File: src/rtl/asd_pkg.sv
// asd_pkg: shared constants, item structs and configuration defaults
// for the accelerometer step detector; depends on nothing else
package asd_pkg;

    // calibration length in read attempts
    localparam int CALIB_SAMPLES = 20;

    // field widths
    localparam int AXIS_W = 16;
    localparam int TIME_W = 32;
    localparam int MAG_W = 32;
    localparam int BASE_W = 32;
    localparam int TH_W = BASE_W + 1;
    localparam int STEP_W = 32;
    localparam int INTV_W = 16;
    localparam int SHIFT_W = 4;

    // calibration counter and remainder widths
    localparam int CNT_W = $clog2(CALIB_SAMPLES + 1);
    localparam int REM_W = $clog2(2 * CALIB_SAMPLES);

    // reciprocal for exact floor(mag / CALIB_SAMPLES) on 32 bit values
    localparam int DIV_L = $clog2(CALIB_SAMPLES);
    localparam int DIV_SHIFT = MAG_W + DIV_L;
    localparam int RECIP_W = MAG_W + 1;
    localparam int PROD_W = MAG_W + RECIP_W;
    localparam logic [RECIP_W-1:0] DIV_RECIP = RECIP_W'(
        ((PROD_W'(1) << DIV_SHIFT) + PROD_W'(CALIB_SAMPLES) - PROD_W'(1))
        / PROD_W'(CALIB_SAMPLES));

    // configuration port
    localparam int CFG_IDX_W = 2;
    localparam int CFG_DATA_W = 16;
    localparam logic [CFG_IDX_W-1:0] CFG_MIN_INTERVAL = 2'd0;
    localparam logic [CFG_IDX_W-1:0] CFG_HIGH_SHIFT = 2'd1;
    localparam logic [CFG_IDX_W-1:0] CFG_LOW_SHIFT = 2'd2;

    localparam logic [INTV_W-1:0] MIN_INTERVAL_RST = 16'd250;
    localparam logic [SHIFT_W-1:0] HIGH_SHIFT_RST = 4'd4;
    localparam logic [SHIFT_W-1:0] LOW_SHIFT_RST = 4'd6;

    typedef struct packed {
        logic [INTV_W-1:0]  min_interval;
        logic [SHIFT_W-1:0] high_shift;
        logic [SHIFT_W-1:0] low_shift;
    } cfg_t;

    // raw read attempt
    typedef struct packed {
        logic                     read_ok;
        logic signed [AXIS_W-1:0] accel_x;
        logic signed [AXIS_W-1:0] accel_y;
        logic signed [AXIS_W-1:0] accel_z;
        logic [TIME_W-1:0]        time_now;
    } raw_item_t;

    // item after magnitude
    typedef struct packed {
        logic              read_ok;
        logic [TIME_W-1:0] time_now;
        logic [MAG_W-1:0]  mag;
    } mag_item_t;

    // item after division by the calibration length
    typedef struct packed {
        logic              read_ok;
        logic [TIME_W-1:0] time_now;
        logic [MAG_W-1:0]  mag;
        logic [MAG_W-1:0]  quot;
        logic [REM_W-1:0]  rem;
    } div_item_t;

endpackage

File: src/rtl/asd_mag.sv
// asd_mag: two stage squared magnitude (axis squares, then sum)
// depends on asd_pkg
module asd_mag (
    input  logic                clk,
    input  logic                rst_n,
    input  logic                in_valid,
    input  asd_pkg::raw_item_t  in_item,
    output logic                in_stall,
    output logic                out_valid,
    output asd_pkg::mag_item_t  out_item,
    input  logic                out_stall
);

    logic                          sq_valid_reg;
    logic                          sq_stall;
    logic                          sq_ok_reg;
    logic [asd_pkg::TIME_W-1:0]    sq_time_reg;
    logic [asd_pkg::MAG_W-1:0]     sq_x_reg;
    logic [asd_pkg::MAG_W-1:0]     sq_y_reg;
    logic [asd_pkg::MAG_W-1:0]     sq_z_reg;
    logic signed [asd_pkg::MAG_W-1:0] sq_x_next;
    logic signed [asd_pkg::MAG_W-1:0] sq_y_next;
    logic signed [asd_pkg::MAG_W-1:0] sq_z_next;

    logic                          mag_valid_reg;
    logic                          mag_stall;
    asd_pkg::mag_item_t            mag_reg;
    logic [asd_pkg::MAG_W-1:0]     mag_next;

    assign mag_stall = mag_valid_reg && out_stall;
    assign sq_stall  = sq_valid_reg && mag_stall;
    assign in_stall  = sq_stall;

    // squares of signed axes are never negative
    assign sq_x_next = in_item.accel_x * in_item.accel_x;
    assign sq_y_next = in_item.accel_y * in_item.accel_y;
    assign sq_z_next = in_item.accel_z * in_item.accel_z;

    // failed read gives zero magnitude
    assign mag_next = sq_ok_reg ? (sq_x_reg + sq_y_reg + sq_z_reg) : '0;

    always_ff @(posedge clk or negedge rst_n)
    begin
        if (!rst_n)
        begin
            sq_valid_reg  <= 1'b0;
            mag_valid_reg <= 1'b0;
        end
        else
        begin
            if (!sq_stall)
            begin
                sq_valid_reg <= in_valid;
            end
            if (!mag_stall)
            begin
                mag_valid_reg <= sq_valid_reg;
            end
        end
    end

    always_ff @(posedge clk)
    begin
        if (in_valid && !sq_stall)
        begin
            sq_ok_reg   <= in_item.read_ok;
            sq_time_reg <= in_item.time_now;
            sq_x_reg    <= $unsigned(sq_x_next);
            sq_y_reg    <= $unsigned(sq_y_next);
            sq_z_reg    <= $unsigned(sq_z_next);
        end
        if (sq_valid_reg && !mag_stall)
        begin
            mag_reg.read_ok  <= sq_ok_reg;
            mag_reg.time_now <= sq_time_reg;
            mag_reg.mag      <= mag_next;
        end
    end

    assign out_valid = mag_valid_reg;
    assign out_item  = mag_reg;

endmodule

File: src/rtl/asd_div.sv
// asd_div: two stage constant divide of the magnitude by the calibration
// length (reciprocal multiply, then remainder); depends on asd_pkg
module asd_div (
    input  logic                clk,
    input  logic                rst_n,
    input  logic                in_valid,
    input  asd_pkg::mag_item_t  in_item,
    output logic                in_stall,
    output logic                out_valid,
    output asd_pkg::div_item_t  out_item,
    input  logic                out_stall
);

    logic                          q_valid_reg;
    logic                          q_stall;
    asd_pkg::mag_item_t            q_item_reg;
    logic [asd_pkg::MAG_W-1:0]     q_reg;
    logic [asd_pkg::PROD_W-1:0]    prod;
    logic [asd_pkg::MAG_W-1:0]     q_next;

    logic                          r_valid_reg;
    logic                          r_stall;
    asd_pkg::div_item_t            r_reg;
    logic [asd_pkg::MAG_W-1:0]     r_full;
    logic [asd_pkg::REM_W-1:0]     r_next;

    assign r_stall  = r_valid_reg && out_stall;
    assign q_stall  = q_valid_reg && r_stall;
    assign in_stall = q_stall;

    assign prod   = asd_pkg::PROD_W'(in_item.mag) * asd_pkg::PROD_W'(asd_pkg::DIV_RECIP);
    assign q_next = asd_pkg::MAG_W'(prod >> asd_pkg::DIV_SHIFT);

    // remainder is below the divisor
    assign r_full = q_item_reg.mag
                  - asd_pkg::MAG_W'(q_reg * asd_pkg::MAG_W'(asd_pkg::CALIB_SAMPLES));
    assign r_next = r_full[asd_pkg::REM_W-1:0];

    always_ff @(posedge clk or negedge rst_n)
    begin
        if (!rst_n)
        begin
            q_valid_reg <= 1'b0;
            r_valid_reg <= 1'b0;
        end
        else
        begin
            if (!q_stall)
            begin
                q_valid_reg <= in_valid;
            end
            if (!r_stall)
            begin
                r_valid_reg <= q_valid_reg;
            end
        end
    end

    always_ff @(posedge clk)
    begin
        if (in_valid && !q_stall)
        begin
            q_item_reg <= in_item;
            q_reg      <= q_next;
        end
        if (q_valid_reg && !r_stall)
        begin
            r_reg.read_ok  <= q_item_reg.read_ok;
            r_reg.time_now <= q_item_reg.time_now;
            r_reg.mag      <= q_item_reg.mag;
            r_reg.quot     <= q_reg;
            r_reg.rem      <= r_next;
        end
    end

    assign out_valid = r_valid_reg;
    assign out_item  = r_reg;

endmodule

File: src/rtl/asd_track.sv
// asd_track: calibration accumulator, hysteresis detector, step counter
// and the result register; depends on asd_pkg
module asd_track (
    input  logic                        clk,
    input  logic                        rst_n,
    input  logic                        in_valid,
    input  asd_pkg::div_item_t          in_item,
    output logic                        in_stall,
    input  asd_pkg::cfg_t               cfg,
    output logic                        out_valid,
    input  logic                        out_stall,
    output logic [asd_pkg::STEP_W-1:0]  steps_total,
    output logic                        step_taken,
    output logic                        calibrated,
    output logic [asd_pkg::MAG_W-1:0]   magnitude_sq
);

    localparam logic [asd_pkg::CNT_W-1:0] SEEN_DONE = asd_pkg::CNT_W'(asd_pkg::CALIB_SAMPLES);
    localparam logic [asd_pkg::REM_W-1:0] REM_DIV = asd_pkg::REM_W'(asd_pkg::CALIB_SAMPLES);

    logic                           out_valid_reg;
    logic                           take;

    // state
    logic [asd_pkg::CNT_W-1:0]      seen_reg, seen_next;
    logic [asd_pkg::BASE_W-1:0]     base_reg, base_next;
    logic [asd_pkg::REM_W-1:0]      rem_acc_reg, rem_acc_next;
    logic [asd_pkg::SHIFT_W-1:0]    hs_reg, hs_next;
    logic [asd_pkg::SHIFT_W-1:0]    ls_reg, ls_next;
    logic                           armed_reg, armed_next;
    logic [asd_pkg::TIME_W-1:0]     last_reg, last_next;
    logic [asd_pkg::STEP_W-1:0]     total_reg, total_next;

    // result payload
    logic                           took_reg, took_next;
    logic [asd_pkg::MAG_W-1:0]      mag_out_reg;

    logic                           calibrating;
    logic [asd_pkg::REM_W-1:0]      rem_sum;
    logic                           carry;
    logic [asd_pkg::TH_W-1:0]       arm_th;
    logic [asd_pkg::TH_W-1:0]       disarm_th;
    logic [asd_pkg::TH_W-1:0]       mag_ext;
    logic                           armed_mid;
    logic [asd_pkg::TIME_W-1:0]     gap;

    assign in_stall = out_valid_reg && out_stall;
    assign take     = in_valid && !in_stall;

    assign calibrating = seen_reg < SEEN_DONE;
    assign rem_sum     = rem_acc_reg + in_item.rem;
    assign carry       = rem_sum >= REM_DIV;

    // thresholds from the stored base and the shifts captured at calibration end
    assign arm_th    = asd_pkg::TH_W'(base_reg) + asd_pkg::TH_W'(base_reg >> hs_reg);
    assign disarm_th = asd_pkg::TH_W'(base_reg) + asd_pkg::TH_W'(base_reg >> ls_reg);
    assign mag_ext   = asd_pkg::TH_W'(in_item.mag);
    assign armed_mid = armed_reg || (mag_ext > arm_th);
    assign gap       = in_item.time_now - last_reg;

    always_comb
    begin
        seen_next    = seen_reg;
        base_next    = base_reg;
        rem_acc_next = rem_acc_reg;
        hs_next      = hs_reg;
        ls_next      = ls_reg;
        armed_next   = armed_reg;
        last_next    = last_reg;
        total_next   = total_reg;
        took_next    = 1'b0;
        if (calibrating)
        begin
            // sum kept as quotient and remainder; failed reads carry zeros
            rem_acc_next = carry ? (rem_sum - REM_DIV) : rem_sum;
            base_next    = base_reg + in_item.quot + asd_pkg::BASE_W'(carry);
            seen_next    = seen_reg + 1'b1;
            if (seen_next == SEEN_DONE)
            begin
                hs_next = cfg.high_shift;
                ls_next = cfg.low_shift;
            end
        end
        else if (in_item.read_ok)
        begin
            armed_next = armed_mid;
            if (armed_mid && (mag_ext < disarm_th))
            begin
                armed_next = 1'b0;
                if (gap >= asd_pkg::TIME_W'(cfg.min_interval))
                begin
                    total_next = total_reg + 1'b1;
                    last_next  = in_item.time_now;
                    took_next  = 1'b1;
                end
            end
        end
    end

    always_ff @(posedge clk or negedge rst_n)
    begin
        if (!rst_n)
        begin
            out_valid_reg <= 1'b0;
            seen_reg      <= '0;
            base_reg      <= '0;
            rem_acc_reg   <= '0;
            hs_reg        <= asd_pkg::HIGH_SHIFT_RST;
            ls_reg        <= asd_pkg::LOW_SHIFT_RST;
            armed_reg     <= 1'b0;
            last_reg      <= '0;
            total_reg     <= '0;
        end
        else
        begin
            if (!in_stall)
            begin
                out_valid_reg <= in_valid;
            end
            if (take)
            begin
                seen_reg    <= seen_next;
                base_reg    <= base_next;
                rem_acc_reg <= rem_acc_next;
                hs_reg      <= hs_next;
                ls_reg      <= ls_next;
                armed_reg   <= armed_next;
                last_reg    <= last_next;
                total_reg   <= total_next;
            end
        end
    end

    always_ff @(posedge clk)
    begin
        if (take)
        begin
            took_reg    <= took_next;
            mag_out_reg <= in_item.mag;
        end
    end

    // state only moves when a new result loads, so it doubles as result data
    assign out_valid    = out_valid_reg;
    assign steps_total  = total_reg;
    assign calibrated   = !calibrating;
    assign step_taken   = took_reg;
    assign magnitude_sq = mag_out_reg;

endmodule

File: src/rtl/accel_step_detector.sv
// accel_step_detector: top level of the accelerometer step counter
// depends on asd_pkg, asd_mag, asd_div, asd_track
//
// channel   direction  handshake             payload
// ------    ---------  --------------------  -------------------------------------------
// input     in         in_valid / in_stall   read_ok, accel_x/y/z, time_now
// output    out        out_valid / out_stall steps_total, step_taken, calibrated,
//                                            magnitude_sq
// config    in         cfg_we                cfg_index, cfg_data
//
// one item per clock sustained while out_stall is low, exactly one result per item
// from acceptance to out_valid an item passes the input register, axis squares,
//   magnitude sum, reciprocal multiply, remainder, then state update into the result
// each stage holds its item only while the one after it is full and stalled,
//   so in_stall rises only when every stage is full and out_stall is high
// reset clears the pipeline valids and all detector state; config returns to
//   min_interval 250, high_shift 4, low_shift 6
module accel_step_detector (
    input  logic                                clk,
    input  logic                                rst_n,

    // input item channel
    input  logic                                in_valid,
    output logic                                in_stall,
    input  logic                                read_ok,
    input  logic signed [asd_pkg::AXIS_W-1:0]   accel_x,
    input  logic signed [asd_pkg::AXIS_W-1:0]   accel_y,
    input  logic signed [asd_pkg::AXIS_W-1:0]   accel_z,
    input  logic [asd_pkg::TIME_W-1:0]          time_now,

    // result channel
    output logic                                out_valid,
    input  logic                                out_stall,
    output logic [asd_pkg::STEP_W-1:0]          steps_total,
    output logic                                step_taken,
    output logic                                calibrated,
    output logic [asd_pkg::MAG_W-1:0]           magnitude_sq,

    // configuration write port
    input  logic                                cfg_we,
    input  logic [asd_pkg::CFG_IDX_W-1:0]       cfg_index,
    input  logic [asd_pkg::CFG_DATA_W-1:0]      cfg_data
);

    // configuration registers
    asd_pkg::cfg_t          cfg_reg;

    // input register stage
    logic                   in_valid_reg;
    asd_pkg::raw_item_t     in_item_reg;
    logic                   mag_in_stall;

    // stage links
    logic                   mag_valid;
    asd_pkg::mag_item_t     mag_item;
    logic                   div_in_stall;
    logic                   div_valid;
    asd_pkg::div_item_t     div_item;
    logic                   trk_in_stall;

    // register writes; unknown indexes are dropped
    always_ff @(posedge clk or negedge rst_n)
    begin
        if (!rst_n)
        begin
            cfg_reg.min_interval <= asd_pkg::MIN_INTERVAL_RST;
            cfg_reg.high_shift   <= asd_pkg::HIGH_SHIFT_RST;
            cfg_reg.low_shift    <= asd_pkg::LOW_SHIFT_RST;
        end
        else if (cfg_we)
        begin
            case (cfg_index)
                asd_pkg::CFG_MIN_INTERVAL:
                begin
                    cfg_reg.min_interval <= cfg_data[asd_pkg::INTV_W-1:0];
                end
                asd_pkg::CFG_HIGH_SHIFT:
                begin
                    cfg_reg.high_shift <= cfg_data[asd_pkg::SHIFT_W-1:0];
                end
                asd_pkg::CFG_LOW_SHIFT:
                begin
                    cfg_reg.low_shift <= cfg_data[asd_pkg::SHIFT_W-1:0];
                end
                default:
                begin
                    cfg_reg <= cfg_reg;
                end
            endcase
        end
    end

    // input register: takes a new item whenever the next stage can move
    assign in_stall = in_valid_reg && mag_in_stall;

    always_ff @(posedge clk or negedge rst_n)
    begin
        if (!rst_n)
        begin
            in_valid_reg <= 1'b0;
        end
        else if (!in_stall)
        begin
            in_valid_reg <= in_valid;
        end
    end

    always_ff @(posedge clk)
    begin
        if (in_valid && !in_stall)
        begin
            in_item_reg.read_ok  <= read_ok;
            in_item_reg.accel_x  <= accel_x;
            in_item_reg.accel_y  <= accel_y;
            in_item_reg.accel_z  <= accel_z;
            in_item_reg.time_now <= time_now;
        end
    end

    // squared magnitude
    asd_mag u_mag (
        .clk       (clk),
        .rst_n     (rst_n),
        .in_valid  (in_valid_reg),
        .in_item   (in_item_reg),
        .in_stall  (mag_in_stall),
        .out_valid (mag_valid),
        .out_item  (mag_item),
        .out_stall (div_in_stall)
    );

    // magnitude split into quotient and remainder by the calibration length
    asd_div u_div (
        .clk       (clk),
        .rst_n     (rst_n),
        .in_valid  (mag_valid),
        .in_item   (mag_item),
        .in_stall  (div_in_stall),
        .out_valid (div_valid),
        .out_item  (div_item),
        .out_stall (trk_in_stall)
    );

    // calibration, hysteresis detection and result register
    asd_track u_track (
        .clk          (clk),
        .rst_n        (rst_n),
        .in_valid     (div_valid),
        .in_item      (div_item),
        .in_stall     (trk_in_stall),
        .cfg          (cfg_reg),
        .out_valid    (out_valid),
        .out_stall    (out_stall),
        .steps_total  (steps_total),
        .step_taken   (step_taken),
        .calibrated   (calibrated),
        .magnitude_sq (magnitude_sq)
    );

`ifndef ASSERT_OFF
    // a step is only ever counted once thresholds exist
    a_step_needs_cal: assert property (@(posedge clk) disable iff (!rst_n)
        out_valid && step_taken |-> calibrated)
        else $error("step counted before calibration");

    // no steps can accumulate during calibration
    a_no_steps_uncal: assert property (@(posedge clk) disable iff (!rst_n)
        out_valid && !calibrated |-> steps_total == '0)
        else $error("steps counted during calibration");

    // back-pressure reaches the input only from a stalled, full result register
    a_stall_source: assert property (@(posedge clk) disable iff (!rst_n)
        in_stall |-> out_valid && out_stall)
        else $error("input stalled without output back-pressure");
`endif

endmodule
File: config.mk
export PLATFORM = sky130hd
export DESIGN_NAME = accel_step_detector
export DESIGN_NICKNAME = d
export VERILOG_FILES = /design/src/rtl/asd_pkg.sv /design/src/rtl/asd_mag.sv /design/src/rtl/asd_div.sv /design/src/rtl/asd_track.sv /design/src/rtl/accel_step_detector.sv
export SDC_FILE = /design/constraint.sdc
export NUM_CORES = 2
export LEC_CHECK = 0
export ABC_CLOCK_PERIOD_IN_PS = 7770
export BUFFER_PORTS_ARGS = -buffer_cell sky130_fd_sc_hd__buf_2
export CAP_MARGIN = 15
export CORE_MARGIN = 2
export CORE_UTILIZATION = 65
export CTS_CLUSTER_SIZE = 8
export DETAILED_ROUTE_END_ITERATION = 8
export MAX_ROUTING_LAYER = met4
export PLACE_DENSITY = 0.82
export REMOVE_ABC_BUFFERS = 1
export SYNTH_ARGS = -nofsm -noshare
export SYNTH_HDL_FRONTEND = slang
export SYNTH_SLANG_ARGS = --single-unit
File: constraint.sdc
create_clock -name clk -period 7.77 [get_ports clk]
set_input_delay 0.777 -clock clk [delete_from_list [all_inputs] [get_ports clk]]
set_output_delay 0.777 -clock clk [all_outputs]
set_load 0.01 [all_outputs]
; ---- Word level (Yosys, flattened, before mapping)
; Cells that the tools add are included.
[op_classes]
addsub = 12
multipliers = 5
order_cmp = 5
eq_ne = 3
shifts = 2
muxes = 3
bitwise = 3
n_reduce_logical = 30
[op_table]
columns = cell, count
row1 = $mul A16 B16 Y32, 3
row2 = $add A32 B33 Y33, 2
row3 = $shr A32 B4 Y33, 2
row4 = $add A32 B32 Y32, 2
row5 = $mul A32 B32 Y64 const B, 1
row6 = $gt A32 B33 Y1, 1
row7 = $lt A32 B33 Y1, 1
row8 = $add A32 B1 Y32, 1
row9 = $add A32 B1 Y32 const B, 1
row10 = $add A32 B28 Y32, 1
row11 = $ge A32 B16 Y1, 1
row12 = $sub A32 B32 Y32, 1
row13 = $mul A28 B3 Y4 const B, 1
row14 = $logic_and A1 B1 Y1, 13
row15 = $reduce_and A2 Y1, 4
row16 = $logic_not A1 Y1, 7
row17 = $add A6 B6 Y6, 1
row18 = $ge A6 B5 Y1 const B, 1
row19 = $mux W6, 1
row20 = $reduce_and A3 Y1, 2
row21 = $sub A6 B5 Y6 const B, 1
row22 = $sub A6 B6 Y6, 1
row23 = $add A5 B1 Y5 const B, 1
row24 = $eq A5 B5 Y1 const B, 1
row25 = other kinds (9), 12
[totals]
ff_bits = 646
inputBits = 104
output_inout_bits = 68
wordCells = 104

; ---- Logic depth before layout (Yosys ltp)
[logic_depth]
word_depth = 8
ltp_mapped = 36

; ---- Modules after synthesis
; A second synthesis with hierarchy kept.
[hier_totals]
cells_unflattened = 7462
area_unflattened_um2 = 78013.6
[modules_own_cells]
columns = module, n_inst, cells_each, area_each_um2, seq_area_each_um2
row1 = asd_mag, 1, 3464, 35083.6, 5785.5
row2 = asd_div, 1, 1890, 22555.4, 5755.5
row3 = asd_track, 1, 1971, 16967.5, 3922.5
row4 = accel_step_detector, 1, 137, 3407.0, 3069.2

; ---- Worst setup path before layout
; Ideal clock, no wire load.
[synth_timing]
kind = register to register
startpoint = register u_mag.mag_reg (netlist bit u_mag.out_item[19])
endpoint = register u_div.q_reg[27] (netlist bit) (data pin)
setup_time_ns = 0.262
arrival_ns = 6.874
slack_ns = 0.635
path_stages_with_launch = 27
n_path_buf = 0
period_less_slack_ns = 7.135
path_cell_list = edfxtp_1 -> ha_1 -> inv_1 -> fa_1 -> inv_1 -> fa_1 -> inv_1 -> fa_1 -> inv_1 -> fa_1 -> fa_1 -> fa_1 -> inv_1 -> fa_1 -> inv_1 -> ha_1 -> nand4_1 -> nor2_1 -> a22oi_1 -> a32oi_1 -> nor3_1 -> a31oi_1 -> a41oi_1 -> o22ai_1 -> o21ai_0 -> o31ai_1 -> a2bb2oi_1
[synth_between]
elab_chain_len = 1
[synth_rtl]
columns = item, line_no
row1 = from (decl), asd_mag.sv:27  ; asd_pkg::mag_item_t mag_reg;
row2 = $mul A32 B32 Y64, asd_div.sv:31  ; assign prod = asd_pkg::PROD_W'(in_item.mag) * asd_pkg::PROD_W'(asd_pkg::DIV_RECIP);
row3 = "named net u_div.prod, one bit", asd_div.sv:18  ; logic [asd_pkg::PROD_W-1:0] prod;
row4 = to (signal assigned), asd_div.sv:64  ; q_reg <= q_next;
row5 = to (decl), asd_div.sv:17  ; logic [asd_pkg::MAG_W-1:0] q_reg;
; The timed path passes the listed nets, and every way through them passes these cells.
; A chain may end at the register's enable or synchronous reset.

; ---- Worst setup path in the final report
[layout_timing]
startpoint = register u_mag.mag_reg (netlist bit u_mag.out_item[21])
endpoint = register u_div.q_reg[26] (netlist bit) (data pin)
; Same word-level chain as after synthesis.

==> results.py <==
metrics = {
    "timing": {
        "fin_setup_tns_ns": 0,
        "tightest_slew_ns": 1.027,
        "layout_min_cycle_time_ns": 7.620,
        "period_share_pct": 98.07,
        "maxSlewHeadroom_pct": 31.52,
        "max_freq_mhz": 131.2,
        "slew_viol_final": 0,
        "hold_violations": 0,
        "fin_worst_skew_ns": 0.08045,
        "final.setup.worst_slack_ns": 0.1499,
        "finalSetupViolCount": 0,
    },
    "grt": {
        "antenna_found_initial": 6,
        "grt_pass1_wl_mm": 311.8,
        "grt_pass1_vias": 56722,
        "grt_overflow_total": 0,
        "grtUsageTotal_pct": 34.64,
        "grt_max_degree": 83,
    },
    "finish": {
        "finalInstanceArea_um2": 83820,
        "mostFrequentLayoutCell": "inv_1",
        "layout_common_cells": "1618 x inv_1, 1143 x fa_1, 831 x ha_1, 495 x edfxtp_1, 423 x nand2_1",
        "drive_gt1_share_pct": 9.192,
        "synthToLayoutAreaGrowth_pct": 9.214,
        "largest_register_ffs": 97,
        "final_nets": 9658,
        "fin_cells": 9169,
    },
    "routing": {
        "wire_per_inst_um": 21.59,
        "via_per_inst": 5.786,
        "antenna_left": 0,
        "first_pass_iters": 6,
        "vias": 53050,
        "wl_mm": 198.0,
        "drc": 0,
        "drt_iter0_drc": 3618,
    },
    "critical_path": {
        "cp_max_fo": 5,
        "crit_type": "register to register",
        "required_ns": 8.21,
        "rr_worst_depth": 26,
        "critPathCaptureType": "register",
        "worstSetupStartpointType": "register",
        "rr_startpoint": "u_mag.out_item[21]$_SDFFCE_PN0P_",
        "crit_arrival_ns": 8.06,
        "rr_endpoint": "u_div.q_reg[26]$_DFFE_PP_",
        "rrSetupSlack_ns": 0.15,
    },
    "yosys": {
        "synth_seq_cells": 641,
        "syn_avg_cell_area_um2": 10.64,
        "yosys_warnings": 0,
        "syn_inst": 7215,
        "yosysSeqAreaShare_pct": 24.15,
        "synthesis.area_um2": 76750,
        "synth-main-ff-cell": "edfxtp_1",
        "synth_edf_count": 495,
        "ys_types": 87,
        "synth_async_sr_flop_share_pct": 22.78,
    },
    "clocking": {
        "cts_buffers": 92,
        "cts_max_level": 3,
        "clkLatencyLatePin_ns": 0.72,
        "cts_root_buf": "clkbuf_16",
        "clockBufferDepth": 3,
        "cts_tree": "built",
        "clkSinkCount": 641,
        "clkTransAtPathRegs_ns": 0.06,
    },
    "place": {
        "port_buffers": 171,
        "dp.cells": 8983,
        "dp_hpwl_mm": 162.8,
        "gp_congestion": 0.9970,
        "place_area_um2": 80640,
        "dp_slack_ns": -0.1682,
    },
    "job": {
        "drv_cap": 0,
    },
    "floorplan": {
        "core.rowCount": 126,
        "die_h_um": 347.6,
        "die_area_um2": 120800,
        "die_w_um": 347.6,
        "ios": 172,
        "core_um2": 117600,
        "initial_core_util_pct": 65.26,
    },
    "status": {
        "status": "completed",
    },
    "min_path": {
        "hold_path_class": "input pin to async pin",
    },
}
==> synthesized netlist by cell type (8+ instances only) <==
| library cell | instances | area share [%] |
|---|---|---|
| inv_1 | 1618 | 7.9 |
| fa_1 | 1144 | 30 |
| ha_1 | 848 | 14 |
| edfxtp_1 | 495 | 19 |
| nand2_1 | 423 | 2.1 |
| a21oi_1 | 297 | 1.9 |
| nor2_1 | 256 | 1.3 |
| and2_1 | 206 | 1.7 |
| xnor2_1 | 199 | 2.3 |
| o21ai_0 | 177 | 1.2 |
| a21o_1 | 162 | 1.6 |
| xor2_1 | 159 | 1.8 |
| clkbuf_1 | 143 | 0.70 |
| dfrtp_1 | 134 | 4.4 |
| nand3_1 | 85 | 0.55 |
| mux2i_1 | 66 | 0.86 |
| nand2b_1 | 58 | 0.47 |
| nand4_1 | 53 | 0.43 |
| a211oi_1 | 52 | 0.51 |
| and3_1 | 46 | 0.37 |
| nor2b_1 | 46 | 0.37 |
| nor3_1 | 44 | 0.29 |
| o21a_1 | 37 | 0.36 |
| mux2_2 | 35 | 0.51 |
| mux4_2 | 35 | 1.0 |
| a31oi_1 | 31 | 0.25 |
| o21bai_1 | 31 | 0.30 |
| mux2_1 | 29 | 0.43 |
| or3_1 | 22 | 0.18 |
| or2_2 | 20 | 0.16 |
| o211ai_1 | 18 | 0.18 |
| o22ai_1 | 15 | 0.12 |
| o31ai_1 | 14 | 0.14 |
| a2111oi_2 | 12 | 0.23 |
| dfstp_2 | 12 | 0.41 |
| a211o_1 | 11 | 0.13 |
| nor4_1 | 11 | 0.090 |
| a21boi_0 | 10 | 0.098 |
| buf_1 | 10 | 0.049 |
| o21ai_1 | 10 | 0.065 |
| a31o_2 | 9 | 0.10 |
| a2111oi_0 | 8 | 0.091 |
| buf_2 | 8 | 0.052 |
| or4_1 | 8 | 0.078 |
==> kinds of logic (layout without fill, tap and decap cells) <==
kind of cell / after synthesis / in the layout / share of synthesized area [%]
fa+ha+maj: 1992 / 1992 / 43.67
buf+inv: 1785 / 2194 / 8.773
simple gates: 1300 / 1300 / 8.244
compound gates: 973 / 973 / 8.253
flops: 641 / 641 / 24.15
xor+xnor: 358 / 358 / 4.085
mux: 165 / 165 / 2.827
other cells: 1 / 10 / 0.004886
==> per-layer routing <==
metal,global-route usage (%),part of all wire [%],vias to the layer above
li1,-,-,24046
met1,43.46,40,26625
met5,-,0,-
met2,57.35,50,1860
met4,14.46,5.0,0
met3,4.275,5.8,519
==> cell type report <==
| class | count | area [um^2] |
|---|---|---|
| Antenna cell | 7 | 17.52 |
| Multi-Input combinational cell | 4791 | 51790 |
| Timing Repair Buffer | 415 | 2731 |
| Fill cell | 8330 | 33790 |
| Tap cell | 1536 | 1922 |
| Sequential cell | 641 | 18530 |
| Clock inverter | 10 | 180.2 |
| Clock buffer | 148 | 2554 |
| Inverter | 1621 | 6088 |
==> metrics by stage <==
step | hold slack (ns) | util, %
after global placement | 0.4004 | 68.56
after global routing | 0.1410 | 71.26
after floorplan | 0.4003 | -
after detailed placement | 0.4045 | 68.56
after CTS | 0.1120 | 70.91
final | 0.07506 | 71.27
==> worst max path at each step <==
stage                                     start                              end  slack, ns
2_1_floorplan     u_track.hs_reg[0]$_DFFE_PN0P_  u_track.last_reg[0]$_DFFE_PN0P_      -0.41
3_3_place_gp   u_mag.out_item[16]$_SDFFCE_PN0P_        u_div.q_reg[21]$_DFFE_PP_      -0.01
3_5_place_dp   u_mag.out_item[16]$_SDFFCE_PN0P_        u_div.q_reg[27]$_DFFE_PP_      -0.17
4_1_cts        u_mag.out_item[16]$_SDFFCE_PN0P_        u_div.q_reg[27]$_DFFE_PP_      0.005
5_1_grt        u_mag.out_item[21]$_SDFFCE_PN0P_        u_div.q_reg[25]$_DFFE_PP_      -0.08
6_report       u_mag.out_item[21]$_SDFFCE_PN0P_        u_div.q_reg[26]$_DFFE_PP_       0.15
==> critical path, cell delays in order, from the launching register on <==
cell and delay (ns):
edfxtp_1 0.39, buf_4 0.21, ha_4 0.34, inv_1 0.09, fa_1 0.55, inv_1 0.07, fa_1 0.51, inv_1 0.06
fa_1 0.50, inv_1 0.06, fa_1 0.57, fa_1 0.49, fa_1 0.43, ha_1 0.39, ha_1 0.38, a211oi_1 0.38
a32oi_2 0.22, nor3_2 0.30, buf_4 0.23, a31oi_2 0.10, buf_4 0.16, a41oi_2 0.20, o22ai_1 0.10, buf_4 0.16
o211ai_1 0.24, a21o_1 0.17, a31oi_1 0.08
==> repair_timing <==
action / 4_1_cts / 5_1_grt
hold endpoints to repair: 0 / 0
endpoints found under the setup margin: 8 / 76
pin swaps: 0 / 17
gates resized for setup: 3 / 51
gates cloned: 0 / 0
hold buffers: 0 / 0
setup buffers: 2 / 19
Power is not shown: default switching activity piles up to over one toggle a cycle in this logic, so the estimate is an artifact.
